File: src/sv/cjdq_pkg.sv
`timescale 1ns / 1ps
// ----------------------------------------------------------------------------
// cjdq_pkg
// shared types and codes of the chunked job dispatch queue
// ----------------------------------------------------------------------------
package cjdq_pkg;

  // default sizes
  localparam int DEF_HANDLE_SLOTS = 64;
  localparam int DEF_RING_SLOTS   = 256;

  // command queue between front and back
  localparam int QUEUE_DEPTH = 2;

  // fixed field widths
  localparam int HANDLE_FIELD_W = 6;
  localparam int REMAIN_W       = 9;
  localparam int COUNT_W        = 16;

  // mode codes of an incoming beat
  localparam logic [1:0] MODE_PUSH     = 2'd0;
  localparam logic [1:0] MODE_GET      = 2'd1;
  localparam logic [1:0] MODE_COMPLETE = 2'd2;
  localparam logic [1:0] MODE_QUERY    = 2'd3;

  // status codes of a result beat
  localparam logic [1:0] ST_OK          = 2'd0;
  localparam logic [1:0] ST_NO_WORK     = 2'd1;
  localparam logic [1:0] ST_OVERFLOW    = 2'd2;
  localparam logic [1:0] ST_ZERO_CHUNK  = 2'd3;

  typedef struct packed {
    logic [1:0]                mode;
    logic [7:0]                job_code;
    logic [15:0]               data_ref;
    logic [COUNT_W-1:0]        total_count;
    logic [COUNT_W-1:0]        chunk_size;
    logic [HANDLE_FIELD_W-1:0] handle_in;
  } item_t;

  typedef struct packed {
    logic [1:0]                status;
    logic [HANDLE_FIELD_W-1:0] handle_out;
    logic [7:0]                out_job_code;
    logic [15:0]               out_data_ref;
    logic [COUNT_W-1:0]        chunk_start;
    logic [COUNT_W-1:0]        chunk_count;
    logic [REMAIN_W-1:0]       remaining;
  } result_t;

  // classified operation handed from front to back
  typedef enum logic [2:0] {
    OP_PUSH,
    OP_REJECT_ZERO,
    OP_GET,
    OP_COMPLETE,
    OP_QUERY,
    OP_IGNORE
  } op_t;

  typedef struct packed {
    op_t                       op;
    logic [7:0]                job_code;
    logic [15:0]               data_ref;
    logic [COUNT_W-1:0]        total_count;
    logic [COUNT_W-1:0]        chunk_size;
    logic [HANDLE_FIELD_W-1:0] handle_in;
  } cmd_t;

  // ring entry body; the owner handle sits above it in the stored word
  typedef struct packed {
    logic [7:0]         job_code;
    logic [15:0]        data_ref;
    logic [COUNT_W-1:0] start;
    logic [COUNT_W-1:0] count;
  } chunk_info_t;

  localparam int INFO_W = $bits(chunk_info_t);

endpackage

File: src/sv/cjdq_cmd_queue.sv
`timescale 1ns / 1ps
// ----------------------------------------------------------------------------
// cjdq_cmd_queue
// short command queue that decouples front and back
// ----------------------------------------------------------------------------
module cjdq_cmd_queue
  import cjdq_pkg::*;
(
  input  logic clk,
  input  logic rst,
  input  logic push,
  input  cmd_t cmd_in,
  input  logic pop,
  output cmd_t cmd_out,
  output logic full,
  output logic empty
);

  localparam int PTR_W = $clog2(QUEUE_DEPTH);
  localparam int CNT_W = $clog2(QUEUE_DEPTH + 1);

  cmd_t             slots [QUEUE_DEPTH];
  logic [PTR_W-1:0] wr_ptr;
  logic [PTR_W-1:0] rd_ptr;
  logic [CNT_W-1:0] fill;

  assign full    = fill == CNT_W'(QUEUE_DEPTH);
  assign empty   = fill == '0;
  assign cmd_out = slots[rd_ptr];

  always_ff @(posedge clk) begin
    if (push) begin
      slots[wr_ptr] <= cmd_in;
    end
    if (rst) begin
      wr_ptr <= '0;
      rd_ptr <= '0;
      fill   <= '0;
    end else begin
      if (push) begin
        wr_ptr <= (wr_ptr == PTR_W'(QUEUE_DEPTH - 1)) ? '0 : wr_ptr + 1'b1;
      end
      if (pop) begin
        rd_ptr <= (rd_ptr == PTR_W'(QUEUE_DEPTH - 1)) ? '0 : rd_ptr + 1'b1;
      end
      if (push && !pop) begin
        fill <= fill + 1'b1;
      end else if (pop && !push) begin
        fill <= fill - 1'b1;
      end
    end
  end

endmodule

File: config.mk
export PLATFORM = sky130hd
export DESIGN_NAME = cjdq_cmd_queue
export DESIGN_NICKNAME = d
export VERILOG_FILES = /design/src/sv/cjdq_pkg.sv /design/src/sv/cjdq_cmd_queue.sv
export SDC_FILE = /design/constraint.sdc
export NUM_CORES = 1
export LEC_CHECK = 0
export BUFFER_PORTS_ARGS = -buffer_cell sky130_fd_sc_hd__buf_2
export CAP_MARGIN = 25
export CORE_MARGIN = 2
export CORE_UTILIZATION = 50
export CTS_BUF_LIST = sky130_fd_sc_hd__clkbuf_8 sky130_fd_sc_hd__clkbuf_16
export DETAILED_ROUTE_END_ITERATION = 7
export GPL_ROUTABILITY_DRIVEN = 1
export PLACE_DENSITY_LB_ADDON = 0.3
export SKIP_CTS_REPAIR_TIMING = 1
export SLEW_MARGIN = 20
export SYNTH_ARGS = -nofsm -noshare
export SYNTH_HDL_FRONTEND = slang
export SYNTH_SLANG_ARGS = --single-unit
export TNS_END_PERCENT = 30
File: constraint.sdc
create_clock -name clk -period 7.78 [get_ports clk]
set_input_delay 1.556 -clock clk [delete_from_list [all_inputs] [get_ports clk]]
set_output_delay 1.556 -clock clk [all_outputs]
set_load 0.005 [all_outputs]
==> metrics.md <==
| Metric | Value |
|---|---|
| Status | finished clean |
| HPWL after detailed placement | 5080 um |
| Max Used Layer | met4 |
| Dpl ws | 4.30 ns |
| Count leader, synth | edfxtp_1 |
| DIE AREA | 10,600 um^2 |
| Crit-path max FO | 35 |
| Met3 routed WL | 630 um |
| Final core utilization | 0.653 |
| Post-Synth Simple-Gate Area | 0.00942 |
| Post-Synth Adder-Cell Area | 0.00255 |
| Count of cell types in the netlist | 17 |
| First-pass GRT wire length | 11,400 um |
| Fmax | 252 MHz |
| Fraction of synthesized area in multiplexers | 0.149 |
| DRC Markers | 0 |
| DRT Pass-1 Iters | 6 |
| Grt total ovfl | 0 |
| Rows | 36 |
| Wl on met1 | 3300 um |
| Core area | 9640 um^2 |
| Via density | 4.89 |
| Final setup margin | 3.82 ns |
| Synth Area in Compound Gates | 0.00204 |
| Final Slew Violations | 0 |
| CP Data Arrival Time | 2.41 ns |
| Largest family of logic cells by synthesized area | multiplexers |
| Clock sinks | 135 |
| Die X-Extent | 103 um |
| Ys flop type | edfxtp_1 |
| Area grow syn2layout | 28.0% |
| Setup Skew | 0.00566 ns |
| Total global-route track usage | 0.151 |
| IO buf count | 135 |
| Synthesized area | 4910 um^2 |
| Syn. warnings | 0 |
| Starting DRT DRC Count | 92 |
| Minimum clock period | 3.96 ns |
| Routability-driven placement congestion ratio | 0.682 |
| Setup violations, final | 0 |
| CP Class | reg2out |
| Slew margin rel. | 0.351 |
| Routed WL per cell | 15.3 um |
| CTS Buf Count | 17 |
| Syn nets | 294 |
| Initial Utilization | 0.510 |
| H-tree level count | 4 |
| Final WL | 7970 um |
| WL met2 | 3940 um |
| Io pins | 136 |
| CP Launch Type | register |
| Post-route ant nets | 0 |
| WP data required | 6.22 ns |
| Layout cell share with drive strength beyond 1 | 0.606 |
| Final hold slack | 0.502 ns |
| Sequential area share after synthesis | 0.815 |
| Top cells by area, synth | edfxtp_1, mux2_2, dfxtp_1 |
| Largest net degree at the start of global routing | 41 |
| Flop-to-flop setup slack | 5.73 ns |
| Synth Area in XOR/XNOR | 0.00713 |
| Worst slew pin tran | 0.973 ns |
| Worst vdd ir | 0.187 mV |
| CP Capture Type | output port |
| Most frequent cells after synthesis | edfxtp_1, mux2_2, buf_6, dfxtp_1, nor2_1 |
| Fin Setup TNS | 0 ns |
| Via count | 2,550 |
| Initial antenna violation count | 0 |
| CTS clk-pin slew, worst paths | 0.06 ns |
| CTS tree | built |
| Final Power | 0.00174 W |
| PD cells | 277 nW/um^2 |
| #FFs+latches synth | 135 |
| Post-synth EDFFs | 130 |
| Fillers | 709 |
| Clk_lat worst skew | 0.51 ns |
| # nets final | 445 |
| CTS root buffer | clkbuf_8 |
| Clock tree buffer depth | 2 |
| Max Cap Viol | 0 |
| Final Hold Fails | 0 |
| Leakage power | 2.37 nW |
| Die Y | 103 um |
| Leading area contributor after synthesis | edfxtp_1 |
| FFs w/ async S/R, synth | 0 |
| Worst Hold Class | reg2reg |
| Avg Inst Size Synth | 21.9 um^2 |
| Mapped Cells | 224 |
| Yosys top cell area share | 0.795 |
| Unrepaired setup endpoints after global routing | false |
| Period utilization | 0.510 |
| # diodes | 0 |
| Vias in the first global route | 2,511 |
flip-flops by register name, summed over array words and instances, names as in the netlist, named ones only:
signal,count
fill,2
rd_ptr,1
slots,130
wr_ptr,1
cell usage in the layout, fill, tap and decap left out, types with 2 or more instances in the layout:
cell	n
buf_2	135
edfxtp_1	130
mux2_2	65
clkbuf_16	16
clkinvlp_4	6
nor2_1	5
clkinv_1	5
dfxtp_1	4
buf_4	3
xor2_1	2
xnor2_1	2
bufinv_16	2
per-layer routing:
layer | global-route usage | vias to the layer above
li1 | - | 1187
met1 | 0.167 | 1241
met2 | 0.248 | 112
met3 | 0.0651 | 10
met4 | 0.0759 | 0
met5 | 0 | -
final timing paths:
path                 start           end  depth (start not counted)
setup / recovery  register    cmd_out[5]                          3
hold / removal     fill[1]       fill[1]                          2
setup reg to reg    wr_ptr  slots[1][33]                          2
hold reg to reg    fill[1]       fill[1]                          2
cell families (layout without fill, tap and decap cells):
kind of cell | Yosys count | after routing
DFF | 135 | 135
adders and majority gates | 1 | 1
xor gates and xnor gates | 4 | 4
muxes | 65 | 65
and+or+nand+nor | 9 | 9
AOI/OAI and AO/OA | 2 | 2
buffers and inverters | 8 | 172
worst max-delay path, stage by stage (launching register included):
cell	delay [ns]
dfxtp_2	0.82
buf_4	0.52
mux2_2	0.40
buf_2	0.13
final cells by class:
type	instances	area (um^2)	area share
tap	133	166	0.0265
multi-input combinational	81	845	0.134
clock inverter	15	138	0.0219
timing repair buffer	139	718	0.114
sequential	135	4010	0.637
inverter	1	3.75	0.000597
clock buffer	17	414	0.0658
report_power, final:
group	switching, W	leakage [nW]	internal (W)
combinational	0.0000680	0.857	0.0000812
clock	0.000280	0.249	0.000448
sequential	0.0000169	1.26	0.000848
total	0.000365	2.37	0.00138
stage by stage:
step                instance area (um^2)  cells
floorplan                           4910    224
global placement                    5720    488
detailed placement                  5740    489
CTS                                 6290    521
global route                        6290    521
finish                              6290    521
Power figures use the tool's default switching activity.
