<file path="config.mk">
export PLATFORM = sky130hd
export DESIGN_NAME = cjdq_front
export DESIGN_NICKNAME = d
export VERILOG_FILES = /design/src/sv/cjdq_pkg.sv /design/src/sv/cjdq_front.sv
export SDC_FILE = /design/constraint.sdc
export NUM_CORES = 1
export LEC_CHECK = 0
export BUFFER_PORTS_ARGS = -buffer_cell sky130_fd_sc_hd__buf_2
export CORE_AREA = 2 2 52 54
export DETAILED_ROUTE_END_ITERATION = 16
export DIE_AREA = 0 0 54 56
export PLACE_DENSITY = 0.89
export SLEW_MARGIN = 20
export SYNTH_ARGS = -nofsm -noshare
export SYNTH_HDL_FRONTEND = slang
export SYNTH_SLANG_ARGS = --single-unit
</file>
<file path="constraint.sdc">
create_clock -name vclk -period 1.45
set_clock_uncertainty 0.05 [all_clocks]
set_input_delay 0.2175 -clock vclk [all_inputs]
set_output_delay 0.2175 -clock vclk [all_outputs]
set_load 0.005 [all_outputs]
</file>
<file path="src/sv/cjdq_pkg.sv">
`timescale 1ns / 1ps
// ----------------------------------------------------------------------------
// cjdq_pkg
// shared types and codes of the chunked job dispatch queue
// ----------------------------------------------------------------------------
package cjdq_pkg;

  // default sizes
  localparam int DEF_HANDLE_SLOTS = 64;
  localparam int DEF_RING_SLOTS   = 256;

  // command queue between front and back
  localparam int QUEUE_DEPTH = 2;

  // fixed field widths
  localparam int HANDLE_FIELD_W = 6;
  localparam int REMAIN_W       = 9;
  localparam int COUNT_W        = 16;

  // mode codes of an incoming beat
  localparam logic [1:0] MODE_PUSH     = 2'd0;
  localparam logic [1:0] MODE_GET      = 2'd1;
  localparam logic [1:0] MODE_COMPLETE = 2'd2;
  localparam logic [1:0] MODE_QUERY    = 2'd3;

  // status codes of a result beat
  localparam logic [1:0] ST_OK          = 2'd0;
  localparam logic [1:0] ST_NO_WORK     = 2'd1;
  localparam logic [1:0] ST_OVERFLOW    = 2'd2;
  localparam logic [1:0] ST_ZERO_CHUNK  = 2'd3;

  typedef struct packed {
    logic [1:0]                mode;
    logic [7:0]                job_code;
    logic [15:0]               data_ref;
    logic [COUNT_W-1:0]        total_count;
    logic [COUNT_W-1:0]        chunk_size;
    logic [HANDLE_FIELD_W-1:0] handle_in;
  } item_t;

  typedef struct packed {
    logic [1:0]                status;
    logic [HANDLE_FIELD_W-1:0] handle_out;
    logic [7:0]                out_job_code;
    logic [15:0]               out_data_ref;
    logic [COUNT_W-1:0]        chunk_start;
    logic [COUNT_W-1:0]        chunk_count;
    logic [REMAIN_W-1:0]       remaining;
  } result_t;

  // classified operation handed from front to back
  typedef enum logic [2:0] {
    OP_PUSH,
    OP_REJECT_ZERO,
    OP_GET,
    OP_COMPLETE,
    OP_QUERY,
    OP_IGNORE
  } op_t;

  typedef struct packed {
    op_t                       op;
    logic [7:0]                job_code;
    logic [15:0]               data_ref;
    logic [COUNT_W-1:0]        total_count;
    logic [COUNT_W-1:0]        chunk_size;
    logic [HANDLE_FIELD_W-1:0] handle_in;
  } cmd_t;

  // ring entry body; the owner handle sits above it in the stored word
  typedef struct packed {
    logic [7:0]         job_code;
    logic [15:0]        data_ref;
    logic [COUNT_W-1:0] start;
    logic [COUNT_W-1:0] count;
  } chunk_info_t;

  localparam int INFO_W = $bits(chunk_info_t);

endpackage

</file>
<file path="src/sv/cjdq_front.sv">
`timescale 1ns / 1ps
// ----------------------------------------------------------------------------
// cjdq_front
// takes incoming beats and classifies them into back-end commands
// ----------------------------------------------------------------------------
module cjdq_front
  import cjdq_pkg::*;
#(
  parameter int HANDLE_SLOTS = DEF_HANDLE_SLOTS
) (
  input  logic  item_valid,
  output logic  item_ready,
  input  item_t item,
  input  logic  q_full,
  input  logic  init_busy,
  output logic  q_push,
  output cmd_t  cmd
);

  logic handle_ok;

  assign handle_ok  = 32'(item.handle_in) < HANDLE_SLOTS;
  assign item_ready = !q_full && !init_busy;
  assign q_push     = item_valid && item_ready;

  always_comb begin
    cmd.job_code    = item.job_code;
    cmd.data_ref    = item.data_ref;
    cmd.total_count = item.total_count;
    cmd.chunk_size  = item.chunk_size;
    cmd.handle_in   = item.handle_in;
    case (item.mode)
      MODE_PUSH: begin
        cmd.op = (item.chunk_size == '0) ? OP_REJECT_ZERO : OP_PUSH;
      end
      MODE_GET: begin
        cmd.op = OP_GET;
      end
      MODE_COMPLETE: begin
        cmd.op = handle_ok ? OP_COMPLETE : OP_IGNORE;
      end
      MODE_QUERY: begin
        cmd.op = handle_ok ? OP_QUERY : OP_IGNORE;
      end
      default: begin
        cmd.op = OP_IGNORE;
      end
    endcase
  end

endmodule

</file>
==> run metrics, run 1 <==
status finished, final reports clean; starting density of the core approximately a quarter; area of the multi-input gates 110 sq um; CP Capture Type output pin; largest family of logic cells by synthesized area buffers and inverters; Worst Path Required 1.18 ns; mux cell area share after synthesis 0%; total power between 80 and 90 uW; full die area 3020 sq um; fmax 0.737 GHz; Highest Signal Layer met4; Critical Path End cmd[62]; Synth-to-Final Area Change -34.4%; fin nets 130; Slew HR about four fifths; Placed Cells 87; Slew @ Worst Pin 0.288 ns; final core occ 15.5%; die width between 50 and 60 um; Hold Vio Cnt, Final 0; global-route wire length before repair 1480 um; routed wl met2 between 500 and 600 um; antenna violations before repair 0; worst vdd ir 0.0396 mV; startpoint types input pin; initial DRC count 0; CP peak stage delay 0.33 ns; slowest CP cell or3b_1; Final Cycle Share between 90% and 100%; hold-fix buffers at CTS 0; logic gate share of total power 100.0%; post-detail-place hpwl between 1000 and 1500 um; synthesized area per cell 7.46 sq um; Psw 38.0 uW; Finish-stage setup viols 0; row count 18; PortBufs 42; Total GRT Usage under 10%; DR WL/cell ~14 um; Cell variety after synth 10; fill count 301; clkbuf count 0; die span in y 56 um; RSZ-0062 raised after global routing no; Worst Path Arrival ~1.1 ns; final worst path period need 1.36 ns; Hold WC Path Type input pin to output pin; leak pwr 0.000221 uW; Clock Power Share 0%; DR vias/cell 4.19; met3 WL 311 um; crit path from item[63]; wl on met1 between 200 and 250 um; sw frac between 40% and 50%; Adder-Cell Fraction of Synth Area 6.54%; fin cells 88; Compound-Gate Fraction of Synth Area under 10%; Post-Synth XOR/XNOR Area 0%; drc violations 0; Seq Cell Count 0; core footprint 2430 sq um; PD cells roughly 240 nW/um^2; fin. max-slew vios 0; Most common cell on crit path buf_2; Simple-Gate Fraction of Synth Area 9.37%; Max Cap Violations 0; synthesized area around 570 sq um; post-synthesis sequential area ratio 0%; CP Class input pin to output pin; post-synthesis cell count 77; Yosys Warn Count 0; worst-path fanout max 3; Ports 134; TritonRoute pass-1 iters 1; sequential power share 0%; Setup TNS 0 ns; Antenna Violating Nets Remaining 0; layout cells sized above 1 81.0%; Fin Hold WS 0.385 ns; crit path cell chain buf_2, inv_2, ha_4, or3b_1, o22ai_1, buf_2; hold_sp item[26]; aggregate global routing overflow 0; Pint 50.5 uW; Vias 369; storage element area 0 sq um; largest net degree at the start of global routing 4; vias in the first global route 325; Ant. Diodes 0; Synth Net Count between 100 and 150; wirelength, routed around 1300 um; GPL Wtd Cong 0.489
## stage by stage
step	cell area (sq um)	worst slack (ns)
floorplan	574	0.276
global placement	357	0.0334
detailed placement	357	0.0167
CTS	357	0.0151
global route	377	0.00890
finish	377	0.0924
## cell usage in the layout, fill, tap and decap left out, types with 2 or more instances in the layout
cell type / instances
ha_1: 2
inv_2: 2
nor2_1: 2
nor4_1: 2
buf_2: 42
## worst min path at each step
stage                       to  cells after the start  slack [ns]
finish                 cmd[26]                      0        0.39
global route           cmd[58]                      0        0.39
floorplan           item_ready                      1        0.42
CTS                     cmd[1]                      0        0.39
detailed placement      cmd[1]                      0        0.39
global placement        cmd[1]                      0        0.39
## repair_timing
item / in CTS / in global routing
gates resized for setup: 0 / 4
buffers inserted: 0 / 1
setup endpoints to repair: 0 / 1
## metal layers
layer	GRT usage, %	vias to the layer above
li1	-	144
met1	2.72	149
met2	12.9	48
met3	3.49	28
met4	7.86	0
met5	0	-
## worst max-delay path, delay by kind of cell
family,cells,cell delay (ns)
adders and majority gates,1,0.13
AOI/OAI and AO/OA,1,0.10
buffers and inverters,3,0.31
and+or+nand+nor,1,0.33
## area by class of cell
cell class / instances / share of cell area [%]
tap: 30 / 9.97
timing repair buffer: 43 / 57.8
multi-input combinational: 12 / 29.2
inverter: 3 / 2.99
## synthesized netlist by cell type, drive strengths merged
cell	instances	area (sq um)
and2	1	6.26
buf	62	465
ha	3	37.5
inv	3	11.3
nand4	1	6.26
nor2	2	7.51
nor4	3	25.0
o22ai	1	6.26
or3b	1	8.76
## power groups by stage
stage	clock, uW	combinational, uW	sequential, uW
2_1_floorplan	0	152	0
3_3_place_gp	0	81.5	0
3_5_place_dp	0	84.1	0
4_1_cts	0	84.4	0
5_1_grt	0	103	0
6_report	0	88.5	0
## cells by family after synthesis
kind of cell | after synthesis
buffers and inverters | 65
and+or+nand+nor | 8
AOI/OAI and AO/OA | 1
adders and majority gates | 3
Note: power is estimated with default switching activity, not from simulation.
==> inputs of run 2 (changes only) <==
BUFFER_PORTS_ARGS = -buffer_cell sky130_fd_sc_hd__buf_4   (was -buffer_cell sky130_fd_sc_hd__buf_2)
CELL_PAD_IN_SITES_DETAIL_PLACEMENT = 0   (was not set)
CELL_PAD_IN_SITES_GLOBAL_PLACEMENT = 1   (was not set)
CORE_AREA = not set   (was 2 2 52 54)
CORE_MARGIN = 2   (was not set)
CORE_UTILIZATION = 13   (was not set)
DIE_AREA = not set   (was 0 0 54 56)
PLACE_DENSITY = not set   (was 0.89)
PLACE_DENSITY_LB_ADDON = 0.1   (was not set)
==> run 2 against run 1 <==
Flip-flop and latch count unchanged. Critical path depth stayed put. Setup slack lost 0.049 ns. Global-route usage is 3.5 points lower. First-iteration DRC count is the same. Core utilization down 1.8 points. Clock-buffer cell count did not move. Sequential share of layout area unchanged. Non-clock buffer count up 5. Worst hold slack is the same. Die area is 64% higher. Maximum frequency shrank 3.5%. Critical endpoint unchanged. Largest power group unchanged.
==> run metrics, run 2 (synthesis gave the netlist of run 1 again) <==
setup bufs post-CTS 0; Vias between 300 and 400; global-route wire length before repair 1350 um; Synth-to-Final Area Change 2.40%; PD cells roughly 240 nW/um^2; fin. max-slew vios 0; vias in the first global route approximately 340; antenna violations before repair 0; Ant. Diodes 0; DP Area 534 sq um; Total GRT Usage around 3.1%; Seq Cell Count 0; Worst Path Required 1.18 ns; wirelength, routed 1060 um; row count 24; worst-path fanout max 2; aggregate global routing overflow 0; DR WL/cell 9.19 um; Hold Vio Cnt, Final 0; full die area 4970 sq um; crit path cell chain buf_4, inv_2, ha_4, or3b_4, o22ai_2, buf_4; drc violations 0; Setup TNS 0 ns; worst vdd ir 0.0493 mV; DP Worst Slack -0.0181 ns; Ports 134; core footprint roughly 4300 sq um; Finish-stage setup viols 0; CP peak stage delay between 0.3 and 0.4 ns; fill count about 500; Critical Path End cmd[62]; Slew @ Worst Pin roughly 0.23 ns; post-route cell area 588 sq um; RSZ-0062 raised after global routing yes; fmax 0.711 GHz; Max Cap Violations 0; DR vias/cell 3.05; TritonRoute pass-1 iters 1; CP Capture Type output pin; die width 70.5 um; die span in y slightly above 70 um; Final Cycle Share a little over nine tenths; layout cells sized above 1 between 80% and 90%; hold-fix buffers at CTS 0; clkbuf count 0; CP Class input pin to output pin; post-detail-place hpwl 922 um; status finished, final reports clean; startpoint types input pin; fin nets about 140; Fin Hold WS 0.385 ns; Most common cell on crit path buf_4; storage element area 0 sq um; Worst Path Arrival 1.14 ns; final core occ 13.7%; largest net degree at the start of global routing 3; GPL Wtd Cong 0.575; setup ws final 0.0432 ns; Slew HR 84.7%; leak pwr about 0.00029 uW; commonest non-fill, non-tap cell in the layout buf_4; final worst path period need ~1.4 ns; crit path from item[63]; Antenna Violating Nets Remaining 0; slowest CP cell or3b_4; initial DRC count 0; starting density of the core roughly an eighth; Hold WC Path Type input pin to output pin; commonest non-fill, non-tap cells in the layout buf_4 (46), inv_2 (2), nor2_1 (2), nor4_2 (2), ha_1 (2); PortBufs 42
## run 2: cell count changes in the layout (fill, tap and decap cells not counted), sizes merged
cell / change
buf: +5
## run 2: repair_timing
action / in CTS / in global routing
pin swaps: 2 / 3
resized for setup: 3 / 9
setup endpoints to repair: 1 / 1
cloned: 0 / 0
## run 2: critical path: cells and delay by family
family          cells  cell delay [ns]
simple gates        1             0.37
buf+inv             3             0.30
fa+ha+maj           1             0.13
compound gates      1             0.12
## run 2: per-stage QoR
stage               total power [uW]  std cells
floorplan                        152         77
CTS                              134        115
detailed placement               128        115
global route                     151        115
global placement                 131        115
finish                           141        115
## run 2: worst min-delay path by stage
stage                       endpoint  slack [ns]     start  cells past startpoint
final                        cmd[22]        0.39  item[22]                      0
after global routing         cmd[35]        0.39  item[35]                      0
after CTS                    cmd[31]        0.39  item[31]                      0
after detailed placement     cmd[31]        0.39  item[31]                      0
after global placement       cmd[31]        0.39  item[31]                      0
after floorplan           item_ready        0.42    q_full                      1
## run 2: layout make-up
type	count	area [sq um]	share of cell area (%)
multi-input cells	12	140	23.8
inverters	3	11.3	1.91
repair buffers	48	372	63.2
well taps	52	65.1	11.1
## run 2: per-layer routing
metal	vias to the layer above	GRT usage [%]	routed length [um]
li1	150	-	-
met5	-	0	0
met4	0	2.35	46
met3	14	0.866	205
met2	39	6.50	538
met1	148	2.33	266
## run 2: power breakdown
part	leakage, uW	switching, uW	internal (uW)
Clock	0	0	0
Sequential	0	0	0
Combinational	0.000288	45.4	95.2
==> inputs of run 3 (changes only) <==
ABC_AREA = 1   (was not set)
==> run 3 against run 2 <==
First-iteration DRC count up 1. Flip-flop and latch count did not move. Sequential share of layout area unchanged. Non-clock buffer count decreased by 6. Critical path depth is 4 higher. Synthesized area up 3.9%. Largest cell class unchanged.
==> run metrics, run 3 <==
Slew @ Worst Pin 0.162 ns; worst hold endpoint cmd[25]; starting density of the core 13.6%; worst-path fanout max 2; row count 24; Synth-to-Final Area Change -14.3%; fill count 511; drc violations 0; Synth top cells by count buf_4 (62), nor2_1 (10), nand2_1 (6), inv_1 (4), ha_1 (3); worst vdd ir between 0.06 and 0.07 mV; fmax between 0.7 and 0.8 GHz; Worst Hold Depth 0; die width 71.8 um; logic gate share of total power 100.0%; Resized cells post-CTS 0; synthesized area per cell 6.78 sq um; leak pwr 0.000276 uW; initial DRC count 1; Final Cycle Share 87.8%; core footprint 4380 sq um; commonest non-fill, non-tap cell in the layout buf_4; Slew HR 89.2%; aggregate global routing overflow 0; Fin Hold WS 0.385 ns; post-synthesis cell count 88; storage element area 0 sq um; final worst path period need 1.27 ns; PortBufs between 40 and 50; CP Capture Type output pin; largest net degree at the start of global routing 4; status finished, final reports clean; fin. max-slew vios 0; Yosys Warn Count 0; sw frac 33.0%; antenna violations before repair 0; post-synthesis sequential area ratio 0%; Vias around 360; full die area 5150 sq um; Ports 134; layout cells sized above 1 63.2%; TritonRoute pass-1 iters 2; vias in the first global route roughly 360; Clock Power Share 0%; startpoint types input pin; commonest non-fill, non-tap cells in the layout buf_4 (42), nor2_1 (10), nand2_1 (6); PD cells 232 nW/um^2; post-synth top area cell buf_4; Worst Path Arrival 1.00 ns; sequential power share 0%; Antenna Violating Nets Remaining 0; Max Cap Violations 0; CP Class input pin to output pin; clkbuf count 0; Setup TNS 0 ns; DR vias/cell 3.03; Ant. Diodes 0; global-route wire length before repair between 1000 and 1500 um; die span in y 71.8 um; Seq Cell Count 0; DR WL/cell 8.55 um; Hold Vio Cnt, Final 0; RSZ-0062 raised after global routing no; area fraction of the dominant cell type after synthesis 78.0%; top post-synthesis cells by area buf_4 (78%), ha_1 (6.3%), nor2_1 (6.3%); Total GRT Usage 3.31%; Finish-stage setup viols 0; hold_sp item[25]; post-detail-place hpwl 956 um; Pint 79.4 uW; Hold WC Path Type input pin to output pin; synthesized area around 600 sq um; Psw 39.1 uW; setup bufs post-CTS 0; hold-fix buffers at CTS 0; most frequent cell after synthesis buf_4; Worst Path Required 1.18 ns; Synth Net Count 158; wirelength, routed 1030 um; fin nets 140; Cell variety after synth 8; GPL Wtd Cong 0.565
[run 3: final cells by class]
type / instances / area (sq um) / share of cell area (%)
timing repair buffer: 42 / 315 / 61.6
multi-input combinational: 22 / 116 / 22.7
tap: 52 / 65.1 / 12.7
inverter: 4 / 15.0 / 2.93
[run 3: worst max path at each step]
| stage | start | end | slack (ns) | cells past startpoint |
|---|---|---|---|---|
| after floorplan | item[62] | cmd[62] | 0.44 | 8 |
| after global placement | item[62] | cmd[62] | 0.16 | 10 |
| after detailed placement | item[62] | cmd[62] | 0.15 | 10 |
| after CTS | item[62] | cmd[62] | 0.15 | 10 |
| after global routing | item[62] | cmd[62] | 0.04 | 10 |
| final | item[62] | cmd[62] | 0.18 | 10 |
[run 3: cell families (layout without fill, tap and decap cells)]
kind of cell	after synthesis	count (layout)	synth area share, %
buffers and inverters	66	46	80.5
and+or+nand+nor	19	19	13.2
adders and majority gates	3	3	6.29
[run 3: worst max-delay path, cell delays in order]
cell     delay [ns]
buf_4          0.11
inv_1          0.07
ha_1           0.15
inv_1          0.05
nor2_1         0.08
nand2_1        0.05
nor2_1         0.08
nand2_1        0.05
nand2_1        0.05
buf_4          0.10
[run 3: per-stage QoR]
stage | utilization [%] | cell area [sq um] | total power, uW | instances | setup WS (ns)
global placement | 11.7 | 512 | 123 | 120 | 0.161
detailed placement | 11.7 | 512 | 121 | 120 | 0.154
global route | 11.7 | 512 | 131 | 120 | 0.0420
CTS | 11.7 | 512 | 122 | 120 | 0.153
finish | 11.7 | 512 | 119 | 120 | 0.178
floorplan | - | 597 | 155 | 88 | 0.436
[run 3: layer usage]
metal  vias to the layer above  GRT usage [%]  share of wire (%)
li1                        162              -                  -
met1                       149           3.03                 28
met2                        43           6.48                 46
met3                        10           1.41                 23
met4                         0           1.05                2.7
met5                         -              0                  0
[run 3: power groups by stage]
stage               clock network (uW)  logic (uW)  registers (uW)
floorplan                            0         155               0
global placement                     0         123               0
detailed placement                   0         121               0
CTS                                  0         122               0
global route                         0         131               0
finish                               0         119               0
